**config.mk**
```make
export PLATFORM = sky130hd
export DESIGN_NAME = dfa_spec_lexer
export DESIGN_NICKNAME = d
export VERILOG_FILES = /design/src/dsl_pkg.sv /design/src/dsl_ctrl.sv /design/src/dsl_dpath.sv /design/src/dfa_spec_lexer.sv
export SDC_FILE = /design/constraint.sdc
export NUM_CORES = 1
export LEC_CHECK = 0
export BUFFER_PORTS_ARGS = -buffer_cell sky130_fd_sc_hd__buf_4
export CORE_MARGIN = 4
export CORE_UTILIZATION = 50
export DETAILED_ROUTE_END_ITERATION = 8
export PLACE_DENSITY = 0.77
export SYNTH_ARGS = -nofsm -noshare
export SYNTH_HDL_FRONTEND = slang
export SYNTH_SLANG_ARGS = --single-unit
```
**constraint.sdc**
```tcl
create_clock -name clk -period 30.5 [get_ports clk]
set_input_delay 6.1 -clock clk [delete_from_list [all_inputs] [get_ports clk]]
set_output_delay 6.1 -clock clk [all_outputs]
set_load 0.05 [all_outputs]
```
**src/dsl_pkg.sv**
```systemverilog
// Shared types and constants of the DFA spec lexer.
`default_nettype none

package dsl_pkg;

	localparam int CNT_W = 16;
	localparam int SYM_W = 9;

	typedef enum logic [3:0] {
		TK_SIGMA  = 4'd0,
		TK_START  = 4'd1,
		TK_FINAL  = 4'd2,
		TK_CHAR   = 4'd3,
		TK_N      = 4'd4,
		TK_LBRACE = 4'd5,
		TK_RBRACE = 4'd6,
		TK_EQUALS = 4'd7,
		TK_COMMA  = 4'd8,
		TK_NUMBER = 4'd9,
		TK_EOF    = 4'd10,
		TK_UNDEF  = 4'd11
	} tok_kind_t;

	typedef struct packed {
		tok_kind_t   kind;
		logic [31:0] value;
		logic [15:0] line;
		logic [15:0] col;
	} tok_t;

	typedef struct packed {
		logic step;
		logic sel_input;
		logic flush;
		logic clear;
	} dsl_cmd_t;

	typedef struct packed {
		logic emit;
		logic rescan;
		logic q_last;
		logic skip;
		logic in_end;
		logic pend_valid;
		logic out_free;
	} dsl_sts_t;

endpackage

`default_nettype wire

```
**src/dsl_ctrl.sv**
```systemverilog
// Controller of the DFA spec lexer: sequences input beats, rescans and token hand-off.
`default_nettype none

module dsl_ctrl (
	input  wire logic              clk,
	input  wire logic              arst_n,
	input  wire logic              byte_valid,
	output logic                   byte_stall,
	input  wire dsl_pkg::dsl_sts_t sts,
	output dsl_pkg::dsl_cmd_t      cmd
);
	import dsl_pkg::*;

	typedef enum logic {S_IDLE, S_RUN} state_t;

	state_t state_q, state_n;
	logic   fin_q, fin_n;

	always_comb begin
		cmd        = '0;
		byte_stall = 1'b1;
		state_n    = state_q;
		fin_n      = fin_q;
		unique case (state_q)
			S_IDLE: begin
				cmd.sel_input = 1'b1;
				byte_stall    = sts.pend_valid;
				cmd.flush     = sts.pend_valid && sts.out_free;
				if (byte_valid && !sts.pend_valid && !sts.skip) begin
					cmd.step = 1'b1;
					if (sts.rescan) begin
						state_n = S_RUN;
						fin_n   = sts.in_end;
					end else begin
						cmd.clear = sts.in_end;
					end
				end
			end
			S_RUN: begin
				if (!(sts.emit && sts.pend_valid && !sts.out_free)) begin
					cmd.step = 1'b1;
					if (!sts.rescan && sts.q_last) begin
						state_n   = S_IDLE;
						cmd.clear = fin_q;
					end
				end
			end
			default: begin
				state_n = S_IDLE;
			end
		endcase
	end

	always_ff @(posedge clk or negedge arst_n) begin
		if (!arst_n) begin
			state_q <= S_IDLE;
			fin_q   <= 1'b0;
		end else begin
			state_q <= state_n;
			fin_q   <= fin_n;
		end
	end

endmodule

`default_nettype wire

```
**src/dsl_dpath.sv**
```systemverilog
// Datapath of the DFA spec lexer: scan state, held bytes, rescan queue and token registers.
`default_nettype none

module dsl_dpath (
	input  wire logic              clk,
	input  wire logic              arst_n,
	input  wire logic [7:0]        char_byte,
	input  wire logic              end_of_input,
	input  wire dsl_pkg::dsl_cmd_t cmd,
	output dsl_pkg::dsl_sts_t      sts,
	output logic [3:0]             token_kind,
	output logic signed [31:0]     token_value,
	output logic [15:0]            line_number,
	output logic [15:0]            end_column,
	output logic                   last_of_run,
	output logic                   token_valid,
	input  wire logic              token_stall
);
	import dsl_pkg::*;

	typedef enum logic [2:0] {
		M_IDLE, M_HOLD, M_SIGN, M_UNUM, M_SNUM, M_DISCARD, M_LINE_END
	} scan_mode_t;

	function automatic logic [CNT_W-1:0] sat_add(input logic [CNT_W-1:0] v,
			input logic [2:0] a);
		logic [CNT_W:0] s;
		s = {1'b0, v} + {{(CNT_W-2){1'b0}}, a};
		return s[CNT_W] ? {CNT_W{1'b1}} : s[CNT_W-1:0];
	endfunction

	function automatic logic [15:0] rep16(input logic [CNT_W-1:0] v);
		logic [32:0] t;
		t = 33'(v);
		return (t > 33'h0FFFF) ? 16'hFFFF : t[15:0];
	endfunction

	function automatic logic [7:0] kw_char(input logic [1:0] k, input logic [2:0] i);
		logic [39:0] w;
		unique case (k)
			2'd0:    w = "sigma";
			2'd1:    w = "start";
			default: w = "final";
		endcase
		return w[8*(4-int'(i)) +: 8];
	endfunction

	function automatic tok_kind_t single_kind(input logic [7:0] c);
		tok_kind_t k;
		priority if (c >= "a" && c <= "j") k = TK_CHAR;
		else if (c == "n") k = TK_N;
		else if (c == "{") k = TK_LBRACE;
		else if (c == "}") k = TK_RBRACE;
		else if (c == "=") k = TK_EQUALS;
		else if (c == ",") k = TK_COMMA;
		else k = TK_UNDEF;
		return k;
	endfunction

	scan_mode_t           mode_q, mode_n, eff_mode;
	logic [7:0]           held_q [4];
	logic [7:0]           held_n [4];
	logic [2:0]           hcnt_q, hcnt_n;
	logic [31:0]          acc_q, acc_n;
	logic                 neg_q, neg_n;
	logic [CNT_W-1:0]     line_q, line_n;
	logic [CNT_W-1:0]     col_q, col_n;
	logic                 seen_q;
	logic [SYM_W-1:0]     q_q [4];
	logic [2:0]           q_cnt_q;
	logic [2:0]           pn;
	tok_t                 tok, pend_q, out_q;
	logic                 pend_valid_q, out_valid_q, out_last_q;
	logic [SYM_W-1:0]     head;
	logic                 is_end, digit, emit, rescan, run_idle;
	logic [7:0]           b;
	logic [3:0]           dval;
	logic                 kw_hit, kw_ok;
	logic [1:0]           kw_idx;
	logic [35:0]          acc_x10;
	logic [31:0]          acc_dig;
	logic                 out_free, shift_out;

	always_comb begin
		head     = cmd.sel_input ? (end_of_input ? {1'b1, 8'h00} : {1'b0, char_byte})
			: q_q[0];
		is_end   = head[SYM_W-1];
		b        = head[7:0];
		digit    = !is_end && b >= "0" && b <= "9";
		dval     = b[3:0];
		acc_x10  = (36'(acc_q) << 3) + (36'(acc_q) << 1) + 36'(dval);
		acc_dig  = (acc_x10 > 36'h080000000) ? 32'h80000000 : acc_x10[31:0];
		eff_mode = (cmd.sel_input && !seen_q) ? M_LINE_END : mode_q;

		mode_n   = eff_mode;
		held_n   = held_q;
		hcnt_n   = hcnt_q;
		acc_n    = acc_q;
		neg_n    = neg_q;
		line_n   = line_q;
		col_n    = col_q;
		emit     = 1'b0;
		rescan   = 1'b0;
		run_idle = 1'b0;
		pn       = 3'd1;
		tok      = '{kind: TK_UNDEF, value: '0, line: '0, col: '0};

		kw_hit = 1'b0;
		kw_idx = 2'd0;
		for (int k = 0; k < 3; k++) begin
			kw_ok = !is_end && (kw_char(2'(k), hcnt_q) == b);
			for (int i = 0; i < 4; i++) begin
				if (3'(i) < hcnt_q && kw_char(2'(k), 3'(i)) != held_q[i]) kw_ok = 1'b0;
			end
			if (kw_ok && !kw_hit) begin
				kw_hit = 1'b1;
				kw_idx = 2'(k);
			end
		end

		unique case (eff_mode)
			M_HOLD: begin
				if (kw_hit) begin
					if (hcnt_q == 3'd4) begin
						col_n     = sat_add(col_q, 3'd5);
						emit      = 1'b1;
						tok.kind  = tok_kind_t'({2'b00, kw_idx});
						tok.col   = rep16(sat_add(col_n, 3'd1));
						hcnt_n    = 3'd0;
						mode_n    = M_IDLE;
					end else begin
						held_n[hcnt_q[1:0]] = b;
						hcnt_n              = hcnt_q + 3'd1;
					end
				end else begin
					col_n     = sat_add(col_q, 3'd1);
					emit      = 1'b1;
					tok.kind  = single_kind(held_q[0]);
					tok.value = (tok.kind == TK_CHAR) ? 32'(held_q[0]) : 32'd0;
					tok.col   = rep16(sat_add(col_n, 3'd1));
					rescan    = 1'b1;
					pn        = hcnt_q;
					hcnt_n    = 3'd0;
					mode_n    = M_IDLE;
				end
			end
			M_SIGN: begin
				if (digit) begin
					acc_n  = 32'(dval);
					mode_n = M_SNUM;
					col_n  = sat_add(col_q, 3'd1);
				end else begin
					emit     = 1'b1;
					tok.kind = TK_UNDEF;
					tok.col  = rep16(sat_add(col_q, 3'd1));
					mode_n   = M_IDLE;
					rescan   = 1'b1;
				end
			end
			M_UNUM, M_SNUM: begin
				if (digit) begin
					acc_n = acc_dig;
					col_n = sat_add(col_q, 3'd1);
				end else begin
					emit    = 1'b1;
					tok.col = rep16(sat_add(col_q, 3'd1));
					if (eff_mode == M_SNUM && acc_q == 32'd0) begin
						tok.kind = TK_UNDEF;
					end else begin
						tok.kind  = TK_NUMBER;
						tok.value = neg_q ? (32'd0 - acc_q)
							: ((acc_q > 32'h7FFFFFFF) ? 32'h7FFFFFFF : acc_q);
					end
					mode_n = M_IDLE;
					rescan = 1'b1;
				end
			end
			M_DISCARD: begin
				if (is_end) begin
					emit     = 1'b1;
					tok.kind = TK_EOF;
					tok.col  = rep16(sat_add(col_q, 3'd1));
				end else if (b == 8'h0A) begin
					mode_n = M_LINE_END;
				end
			end
			M_LINE_END: begin
				if (is_end) begin
					emit     = 1'b1;
					tok.kind = TK_EOF;
					tok.col  = rep16(sat_add(col_q, 3'd1));
				end else begin
					line_n   = sat_add(line_q, 3'd1);
					col_n    = '0;
					mode_n   = M_IDLE;
					run_idle = 1'b1;
				end
			end
			default: begin
				mode_n   = M_IDLE;
				run_idle = 1'b1;
			end
		endcase

		if (run_idle) begin
			priority if (is_end) begin
				emit     = 1'b1;
				tok.kind = TK_EOF;
				tok.col  = rep16(sat_add(col_n, 3'd1));
			end else if (b == 8'h00) begin
				mode_n = M_DISCARD;
			end else if (b == 8'hFF) begin
				emit     = 1'b1;
				tok.kind = TK_EOF;
				tok.col  = 16'd0;
				mode_n   = M_DISCARD;
			end else if (b == 8'h0A) begin
				mode_n = M_LINE_END;
			end else if ((b >= 8'h09 && b <= 8'h0D) || b == 8'h20) begin
				col_n = sat_add(col_n, 3'd1);
			end else if (b == "s" || b == "f") begin
				held_n[0] = b;
				hcnt_n    = 3'd1;
				mode_n    = M_HOLD;
			end else if (digit) begin
				acc_n  = 32'(dval);
				neg_n  = 1'b0;
				mode_n = M_UNUM;
				col_n  = sat_add(col_n, 3'd1);
			end else if (b == "+" || b == "-") begin
				acc_n  = 32'd0;
				neg_n  = (b == "-");
				mode_n = M_SIGN;
				col_n  = sat_add(col_n, 3'd1);
			end else begin
				col_n     = sat_add(col_n, 3'd1);
				emit      = 1'b1;
				tok.kind  = single_kind(b);
				tok.value = (tok.kind == TK_CHAR) ? 32'(b) : 32'd0;
				tok.col   = rep16(sat_add(col_n, 3'd1));
			end
		end

		tok.line = rep16(line_n);
	end

	assign out_free  = !out_valid_q || !token_stall;
	assign shift_out = cmd.step && emit && pend_valid_q;

	always_comb begin
		sts            = '0;
		sts.emit       = emit;
		sts.rescan     = rescan;
		sts.q_last     = (q_cnt_q == 3'd1);
		sts.skip       = end_of_input && !seen_q;
		sts.in_end     = end_of_input;
		sts.pend_valid = pend_valid_q;
		sts.out_free   = out_free;
	end

	always_ff @(posedge clk or negedge arst_n) begin
		if (!arst_n) begin
			mode_q       <= M_IDLE;
			hcnt_q       <= 3'd0;
			acc_q        <= 32'd0;
			neg_q        <= 1'b0;
			line_q       <= '0;
			col_q        <= '0;
			seen_q       <= 1'b0;
			q_cnt_q      <= 3'd0;
			pend_valid_q <= 1'b0;
			out_valid_q  <= 1'b0;
		end else begin
			if (cmd.clear) begin
				mode_q  <= M_IDLE;
				hcnt_q  <= 3'd0;
				acc_q   <= 32'd0;
				neg_q   <= 1'b0;
				line_q  <= '0;
				col_q   <= '0;
				seen_q  <= 1'b0;
				q_cnt_q <= 3'd0;
			end else if (cmd.step) begin
				mode_q <= mode_n;
				hcnt_q <= hcnt_n;
				acc_q  <= acc_n;
				neg_q  <= neg_n;
				line_q <= line_n;
				col_q  <= col_n;
				seen_q <= seen_q | cmd.sel_input;
				if (rescan) q_cnt_q <= pn;
				else if (cmd.sel_input) q_cnt_q <= 3'd0;
				else q_cnt_q <= q_cnt_q - 3'd1;
			end
			if (cmd.step && emit) pend_valid_q <= 1'b1;
			else if (cmd.flush) pend_valid_q <= 1'b0;
			if (shift_out || cmd.flush) out_valid_q <= 1'b1;
			else if (!token_stall) out_valid_q <= 1'b0;
		end
	end

	always_ff @(posedge clk) begin
		if (cmd.step) begin
			held_q <= held_n;
			if (rescan) begin
				for (int i = 0; i < 3; i++) begin
					q_q[i] <= (3'(i + 1) < pn) ? {1'b0, held_q[i+1]} : head;
				end
				q_q[3] <= head;
			end else if (!cmd.sel_input) begin
				for (int i = 0; i < 3; i++) q_q[i] <= q_q[i+1];
			end
		end
		if (cmd.step && emit) pend_q <= tok;
		if (shift_out) begin
			out_q      <= pend_q;
			out_last_q <= 1'b0;
		end else if (cmd.flush) begin
			out_q      <= pend_q;
			out_last_q <= 1'b1;
		end
	end

	assign token_kind  = out_q.kind;
	assign token_value = $signed(out_q.value);
	assign line_number = out_q.line;
	assign end_column  = out_q.col;
	assign last_of_run = out_last_q;
	assign token_valid = out_valid_q;

endmodule

`default_nettype wire

```
**src/dfa_spec_lexer.sv**
```systemverilog
// Top level of the DFA spec lexer: byte beats in, token beats out.
//
// Input channel: one text byte (or an end-of-input mark) per beat on
// char_byte/end_of_input, qualified by byte_valid, back-pressured by byte_stall.
// Output channel: one token per beat on token_kind/token_value/line_number/
// end_column/last_of_run, qualified by token_valid, held while token_stall.
// last_of_run flags the final token caused by one input beat.
// A byte that yields a token has that token moved from the holding register
// to the output register before the next byte is taken. Bytes rescanned after
// a keyword prefix fails or a sign or number ends (up to 4 per beat) are
// scanned again before the next byte is taken. The scan unit handles one
// symbol per cycle while it is not paused for a token hand-off. The last
// token of a beat reaches the output register after its rescanned bytes.
// A token waits in a one-deep holding register until the next token or the
// end of the beat marks whether it is the last; a stalled output register
// holds its token and the scan pauses when a second token needs to leave.
// Reset clears scan state, line and column counters and both valid flags;
// the first byte after reset, or after an end-of-input beat, starts line 1.
`default_nettype none

module dfa_spec_lexer (
	input  wire logic        clk,
	input  wire logic        arst_n,
	input  wire logic [7:0]  char_byte,
	input  wire logic        end_of_input,
	input  wire logic        byte_valid,
	output logic             byte_stall,
	output logic [3:0]       token_kind,
	output logic signed [31:0] token_value,
	output logic [15:0]      line_number,
	output logic [15:0]      end_column,
	output logic             last_of_run,
	output logic             token_valid,
	input  wire logic        token_stall
);
	import dsl_pkg::*;

	dsl_cmd_t cmd;
	dsl_sts_t sts;

	dsl_ctrl u_ctrl (
		.clk        (clk),
		.arst_n     (arst_n),
		.byte_valid (byte_valid),
		.byte_stall (byte_stall),
		.sts        (sts),
		.cmd        (cmd)
	);

	dsl_dpath u_dpath (
		.clk          (clk),
		.arst_n       (arst_n),
		.char_byte    (char_byte),
		.end_of_input (end_of_input),
		.cmd          (cmd),
		.sts          (sts),
		.token_kind   (token_kind),
		.token_value  (token_value),
		.line_number  (line_number),
		.end_column   (end_column),
		.last_of_run  (last_of_run),
		.token_valid  (token_valid),
		.token_stall  (token_stall)
	);

endmodule

`default_nettype wire

```
# [Yosys cells after proc, flatten, opt, wreduce, memory -nomap -nowiden]
# Memories as Yosys holds them, arrays and structs flattened.
# Index checks and enable logic that the tools add are counted.
[totals] word_cells=412 mem_count=1 rom_bits=0 register_bits=248 latchBits=0 mem_bits_rw=36
[mem_list] name="u_dpath.q_q" depth=4 width=9 read_ports=4 rd_clocked_by_memory_dff=0 wr=4 line_no="dsl_dpath.sv:69" source="logic [SYM_W-1:0] q_q [4];"
[classes] addsub=13 n_div=0 n_reduce_logical=61 mux=236 n_lt_le_gt_ge=19 multipliers=0 shifts=3 n_eq_ne=47 n_bitwise=7
[ops] operator="$mux 32" n=23
[ops] operator="$mux 16" n=37
[ops] operator="$mux 36" n=8
[ops] operator="$mux 68" n=2
[ops] operator="$pmux 32 s2" n=2
[ops] operator="$shiftx 40x32->8 const A" n=3
[ops] operator="$mux 3" n=37
[ops] operator="$add 16x1->17 const B" n=6
[ops] operator="$mux 4" n=25
[ops] operator="$pmux 16 s3" n=2
[ops] operator="$mux 8" n=10
[ops] operator="$ne 7x8->1 const A" n=10
[ops] operator="$mux 9" n=8
[ops] operator="$mux 1" n=66
[ops] operator="$eq 8x7->1 const B" n=8
[ops] operator="$eq 8x6->1 const B" n=7
[ops] operator="$add 35x33->36" n=1
[ops] operator="$add 36x4->36" n=1
[ops] operator="$gt 36x32->1 const B" n=1
[ops] operator="$mux 34" n=1
[ops] operator="$bwmux 32" n=1
[ops] operator="$gt 32x31->1 const B" n=1
[ops] operator="$logic_and 1x1->1" n=32
[ops] operator="$logic_not 32->1" n=1
[ops] operator="44 further kinds" n=93

# [Depth between registers and ports, before layout]
[logic_depth] ltp_word=37 ltp_mapped=30

# [By module]
# A second synthesis with hierarchy kept.
[hier_totals] cells_unflattened=2060 area_unflattened_um2=19160.9
[by_module_without_submodules] module="dsl_dpath" cells_per_inst=2045 seq_area_each_um2=8072.7 area_each_um2=18998.2 n_inst=1
[by_module_without_submodules] module="dsl_ctrl" cells_per_inst=15 seq_area_each_um2=50.0 area_each_um2=162.7 n_inst=1

# [Worst setup path before layout]
# OpenSTA, ideal clock, no wires.
[synth_path] kind="input-to-reg" start="in end_of_input" end="reg u_dpath.out_q (netlist bit u_dpath.end_column[0]) (enable)" t_arrival_ns=14.212 slack_ns=15.856 path_stages=16 n_path_buf=3 path_cell_list="or3b_4 and2_4 buf_6 clkinv_4 xnor2_1 or4_4 nor3_1 nor3_1 buf_2 o21ai_0 a41o_1 nand2_1 and2_1 clkbuf_1 a41oi_1 o21a_1"
[synth_between] elab_chain_cells=33 word_cells_on_any_way=72 cone_classes="4 x order compare; 10 x eq/ne; 35 x mux; 23 x reduce/logical"
[synth_rtl] element="start, declared" line_no="dfa_spec_lexer.sv:25" source="input wire logic end_of_input,"
[synth_rtl] element="$mux 9 (2 in series)" line_no="dsl_dpath.sv:85" source="head = cmd.sel_input ? (end_of_input ? {1'b1, 8'h00} : {1'b0, char_byte})"
[synth_rtl] element="$eq 8x8->1 or $logic_not 1->1 (tied branches)" line_no="dsl_dpath.sv:111, dsl_dpath.sv:89"
[synth_rtl] element="$logic_and 1x1->1" line_no="dsl_dpath.sv:111" source="kw_ok = !is_end && (kw_char(2'(k), hcnt_q) == b);"
[synth_rtl] element="$mux 1 (4 in series)" line_no="dsl_dpath.sv:113" source="if (3'(i) < hcnt_q && kw_char(2'(k), 3'(i)) != held_q[i]) kw_ok = 1'b0;"
[synth_rtl] element="$mux 1" line_no="dsl_dpath.sv:115" source="if (kw_ok && !kw_hit) begin"
[synth_rtl] element="$logic_not 1->1" line_no="dsl_dpath.sv:115"
[synth_rtl] element="$logic_and 1x1->1" line_no="dsl_dpath.sv:115"
[synth_rtl] element="$mux 1" line_no="dsl_dpath.sv:115"
[synth_rtl] element="[11 not listed]"
[synth_rtl] element="$mux 1" line_no="dsl_dpath.sv:210" source="end else if (b == 8'h00) begin"
[synth_rtl] element="$mux 1" line_no="dsl_dpath.sv:206" source="priority if (is_end) begin"
[synth_rtl] element="$mux 1" line_no="dsl_dpath.sv:205" source="if (run_idle) begin"
[synth_rtl] element="$logic_and 1x1->1 (2 in series)" line_no="dsl_ctrl.sv:40" source="if (!(sts.emit && sts.pend_valid && !sts.out_free)) begin"
[synth_rtl] element="$mux 1" line_no="dsl_ctrl.sv:40"
[synth_rtl] element="$pmux 1 s2" line_no="dsl_ctrl.sv:24" source="unique case (state_q)"
[synth_rtl] element="$logic_and 1x1->1 (*) (2 in series)" line_no="dsl_dpath.sv:248" source="assign shift_out = cmd.step && emit && pend_valid_q;"
[synth_rtl] element="$reduce_bool 2->1 (no source line) (*)"
[synth_rtl] element="end signal, assigned" line_no="dsl_dpath.sv:316" source="out_q <= pend_q;"
[synth_rtl] element="end signal, assigned" line_no="dsl_dpath.sv:319" source="out_q <= pend_q;"
[synth_rtl] element="end, declared" line_no="dsl_dpath.sv:72" source="tok_t tok, pend_q, out_q;"
# Mark *: on every way between the ends. The rest lies on a longest branch, timed or not.
# A chain may end at the register's enable or synchronous reset.

==> metrics.md <==
| Metric | Value |
|---|---|
| Core area | 38,600 um^2 |
| Hold_buf cts | 0 |
| # rows | 72 |
| Clk sink count | 284 |
| Worst-path fanout max | 18 |
| Maximum clock frequency | 78.5 MHz |
| Critical path class | input pin to flip-flop |
| Share of cells above drive strength 1 | 0.102 |
| Drt drc | 0 |
| Root Driver | clkbuf_16 |
| GRT overflow | 0 |
| Worst skew pair latency | 600 ps |
| Slowest-stage cell, CP | a32oi_1 |
| Mapped Avg Cell Area | 8.84 um^2 |
| Pin count of the biggest net entering global routing | 71 |
| Io pins | 84 |
| Highest Signal Layer | met4 |
| Die Y | 205 um |
| Synth Net Count | 2,297 |
| Worst Setup Start Kind | input pin |
| VDD IR max | 0.0751 mV |
| Tightest Hold Check Type | flip-flop to flip-flop |
| Total track usage | 0.291 |
| Cell count after synthesis | 2,205 |
| Worst path most repeated cell | a32oi_1 |
| CP top delay family | simple AND/OR/NAND/NOR gates |
| Final worst path period share | 0.418 |
| Post-route ant nets | 0 |
| Post-DR vias/cell | 6.51 |
| Register area share after synthesis | 0.417 |
| CP Data Required Time | 30,900 ps |
| Area grow syn2layout | 10.6% |
| Post-CTS sizing | 0 |
| Clk buf depth | 3 |
| Mapped cell area | 19,500 um^2 |
| Synth Warn # | 0 |
| Setup TNS | 0 ps |
| Routed WL | 62,500 um |
| Setup repair bufs after CTS | 0 |
| Clock edge transition at the registers on the reported setup and hold paths | 60 ps |
| PwrDens | 108 nW/um^2 |
| Crit path largest cell delay | 780 ps |
| GPL Wtd Cong | 0.989 |
| Data arrival time of the worst path | 13,150 ps |
| Vias in the first global route | 17,000 |
| Main synth FF type | edfxtp_1 |
| DR iter-0 viols | 1,903 |
| Total Die Area | 42,200 um^2 |
| Initial antenna violation count | 0 |
| Worst Clk Skew | 34.2 ps |
| Least-Margin Pin Slew | 1210 ps |
| Final slew viol count | 0 |
| Post-synth EDFFs | 204 |
| DP HPWL | 45,500 um |
| Max-slew headroom | 0.187 |
| Endpoints failing setup | 0 |
| FFs w/ async S/R, synth | 0.278 |
| Min cycle time layout | 12,750 ps |
| Dpl cell area | 20,500 um^2 |
| Initial Util | 0.505 |
| Routed length on met3 | 5330 um |
| Fin. Hold Viols | 0 |
| Met1 wire length | 26,700 um |
| Nets | 2,319 |
| Crit path buf inv count | 5 |
| Global-route wire length before repair | 97,400 um |
| Status | complete, no violations |
| WL per Instance | 22.6 um |
| H-tree Lvls | 1 |
| Final Instance Area | 21,600 um^2 |
| RSZ-0062 raised after global routing | no |
| Antenna fix cells | 0 |
| Max Cap Violations | 0 |
| Setup crit end kind | flip-flop |
| Chip width | 205 um |
| Met2 WL post-DR | 28,800 um |
| Num CTS Buffers | 31 |
| Vias | 18,000 |
| CTS tree | yes |
| I/O Buffers | 83 |
| Pleak | 8.27 nW |
| DR pass1 iterations | 6 |
| Yosys reg bits | 284 |
| Unique masters post-synth | 105 |
[flip-flops by register name, indices dropped and copies added (netlist names), named ones only]
name and flops:
u_ctrl.fin_q 1, u_ctrl.state_q 1, u_dpath.acc_q 32, u_dpath.col_q 16
u_dpath.end_column 16, u_dpath.hcnt_q 3, u_dpath.held_q 8, u_dpath.last_of_run 1
u_dpath.line_number 16, u_dpath.line_q 16, u_dpath.mode_q 3, u_dpath.neg_q 1
u_dpath.pend_q 68, u_dpath.pend_valid_q 1, u_dpath.q_cnt_q 3, u_dpath.q_q 36
u_dpath.seen_q 1, u_dpath.token_kind 4, u_dpath.token_valid 1, u_dpath.token_value 32
[layer usage]
layer | vias to the layer above | GRT usage
met1 | 8646 | 0.412
met5 | - | 0
li1 | 8368 | -
met4 | 0 | 0.0830
met2 | 892 | 0.468
met3 | 132 | 0.0416
[cell usage after synthesis, types with 11 or more instances]
library cell,number,area (um^2)
or2_2,13,81.3
a22oi_1,15,113
a211oi_1,18,135
o21a_1,12,90.1
nand2_1,250,938
o211ai_1,16,120
a21oi_1,184,921
o21ai_0,153,766
o22ai_1,19,119
nand4_1,24,150
edfxtp_1,204,6130
o31ai_1,21,158
nor3_1,73,365
inv_1,50,188
a31oi_1,41,257
a311oi_1,15,131
nand2b_1,15,93.8
xnor2_1,39,342
a21o_1,24,180
nor4_1,27,169
nor3b_1,11,82.6
nor2_1,251,942
a32oi_1,13,114
xor2_1,29,254
mux2i_1,26,260
dfrtp_1,79,1980
clkbuf_1,106,398
nor2b_1,14,87.6
and3_1,28,175
and2_1,23,144
or3_1,25,156
nand3_1,87,435
ha_1,77,963
[stage by stage]
| stage | total power, mW | setup WS, ps | utilization | instances | hold WS, ps |
|---|---|---|---|---|---|
| after detailed placement | 1.94 | 17320 | 0.531 | 2712 | 405 |
| after global routing | 2.47 | 17200 | 0.558 | 2770 | 423 |
| after CTS | 2.32 | 17900 | 0.558 | 2770 | 418 |
| final | 2.34 | 17750 | 0.558 | 2770 | 409 |
| after floorplan | 1.55 | 15860 | - | 2205 | 400 |
| after global placement | 1.92 | 17560 | 0.531 | 2712 | 402 |
[final timing paths]
| check | from | endpoint | slack [ps] | depth (start not counted) |
|---|---|---|---|---|
| max | end_of_input | u_dpath.pend_q[10] | 17750 | 25 |
| min | u_dpath.pend_q[36] | u_dpath.token_value[4] | 410 | 0 |
| max reg2reg | u_dpath.hcnt_q[0] | u_dpath.pend_q[10] | 22240 | 25 |
| min reg2reg | u_dpath.pend_q[36] | u_dpath.token_value[4] | 410 | 0 |
| max in group asynchronous | arst_n | u_dpath.col_q[1] | 23880 | 2 |
| min in group asynchronous | arst_n | u_dpath.line_q[8] | 5380 | 1 |
[worst register-to-register path: stages (launching register included)]
cell and delay, ps:
dfrtp_1 710, inv_1 300, ha_1 290, ha_1 460
o21ai_0 240, a211o_1 340, o22ai_1 400, nand3_1 270
o32a_4 540, o211ai_2 240, nor2_1 130, inv_1 80
ha_1 310, o21ai_0 270, nor4_1 500, and3_1 490
nor2_1 160, inv_1 80, ha_1 260, nor4b_1 270
a32oi_1 160, a211oi_2 300, o211ai_2 240, nor4_4 590
nand2_2 210, o211ai_1 210
[kinds of logic (layout without fill, tap and decap cells)]
kind of cell	Yosys count	in the layout	share of synthesized area
AND/OR/NAND/NOR	902	902	0.225
AO/OA/AOI/OAI	657	657	0.221
flip-flops	284	284	0.417
buffers and inverters	181	228	0.0375
adder cells (fa/ha/maj)	79	79	0.0515
XOR/XNOR	68	68	0.0305
multiplexers	34	34	0.0180
[placed cells by master (no fill, tap or decap), drive strengths merged, types with 29 or more instances in the layout]
cell	netlist	layout
a31oi	41	41
nor3	74	74
nand2	251	251
clkbuf	106	41
inv	52	54
xor2	29	29
nor4	31	31
ha	77	77
nand3	87	87
edfxtp	204	204
o21ai	161	161
buf	20	115
a21oi	184	184
dfrtp	79	79
nor2	253	253
xnor2	39	39
[layout make-up]
type,count,area (um^2)
clock buffers,41,843
clock inverters,17,200
fillers,3396,17100
inverters,55,211
multi-input cells,1740,10700
flip-flops and latches,284,8120
well taps,518,648
repair buffers,115,863
[power by group]
group	leakage (nW)	internal, mW	total (mW)	switching, mW
registers	2.98	0.652	0.770	0.118
logic	4.79	0.332	1.18	0.853
clock network	0.507	0.222	0.381	0.159
Note: power is estimated with default switching activity, not from simulation.
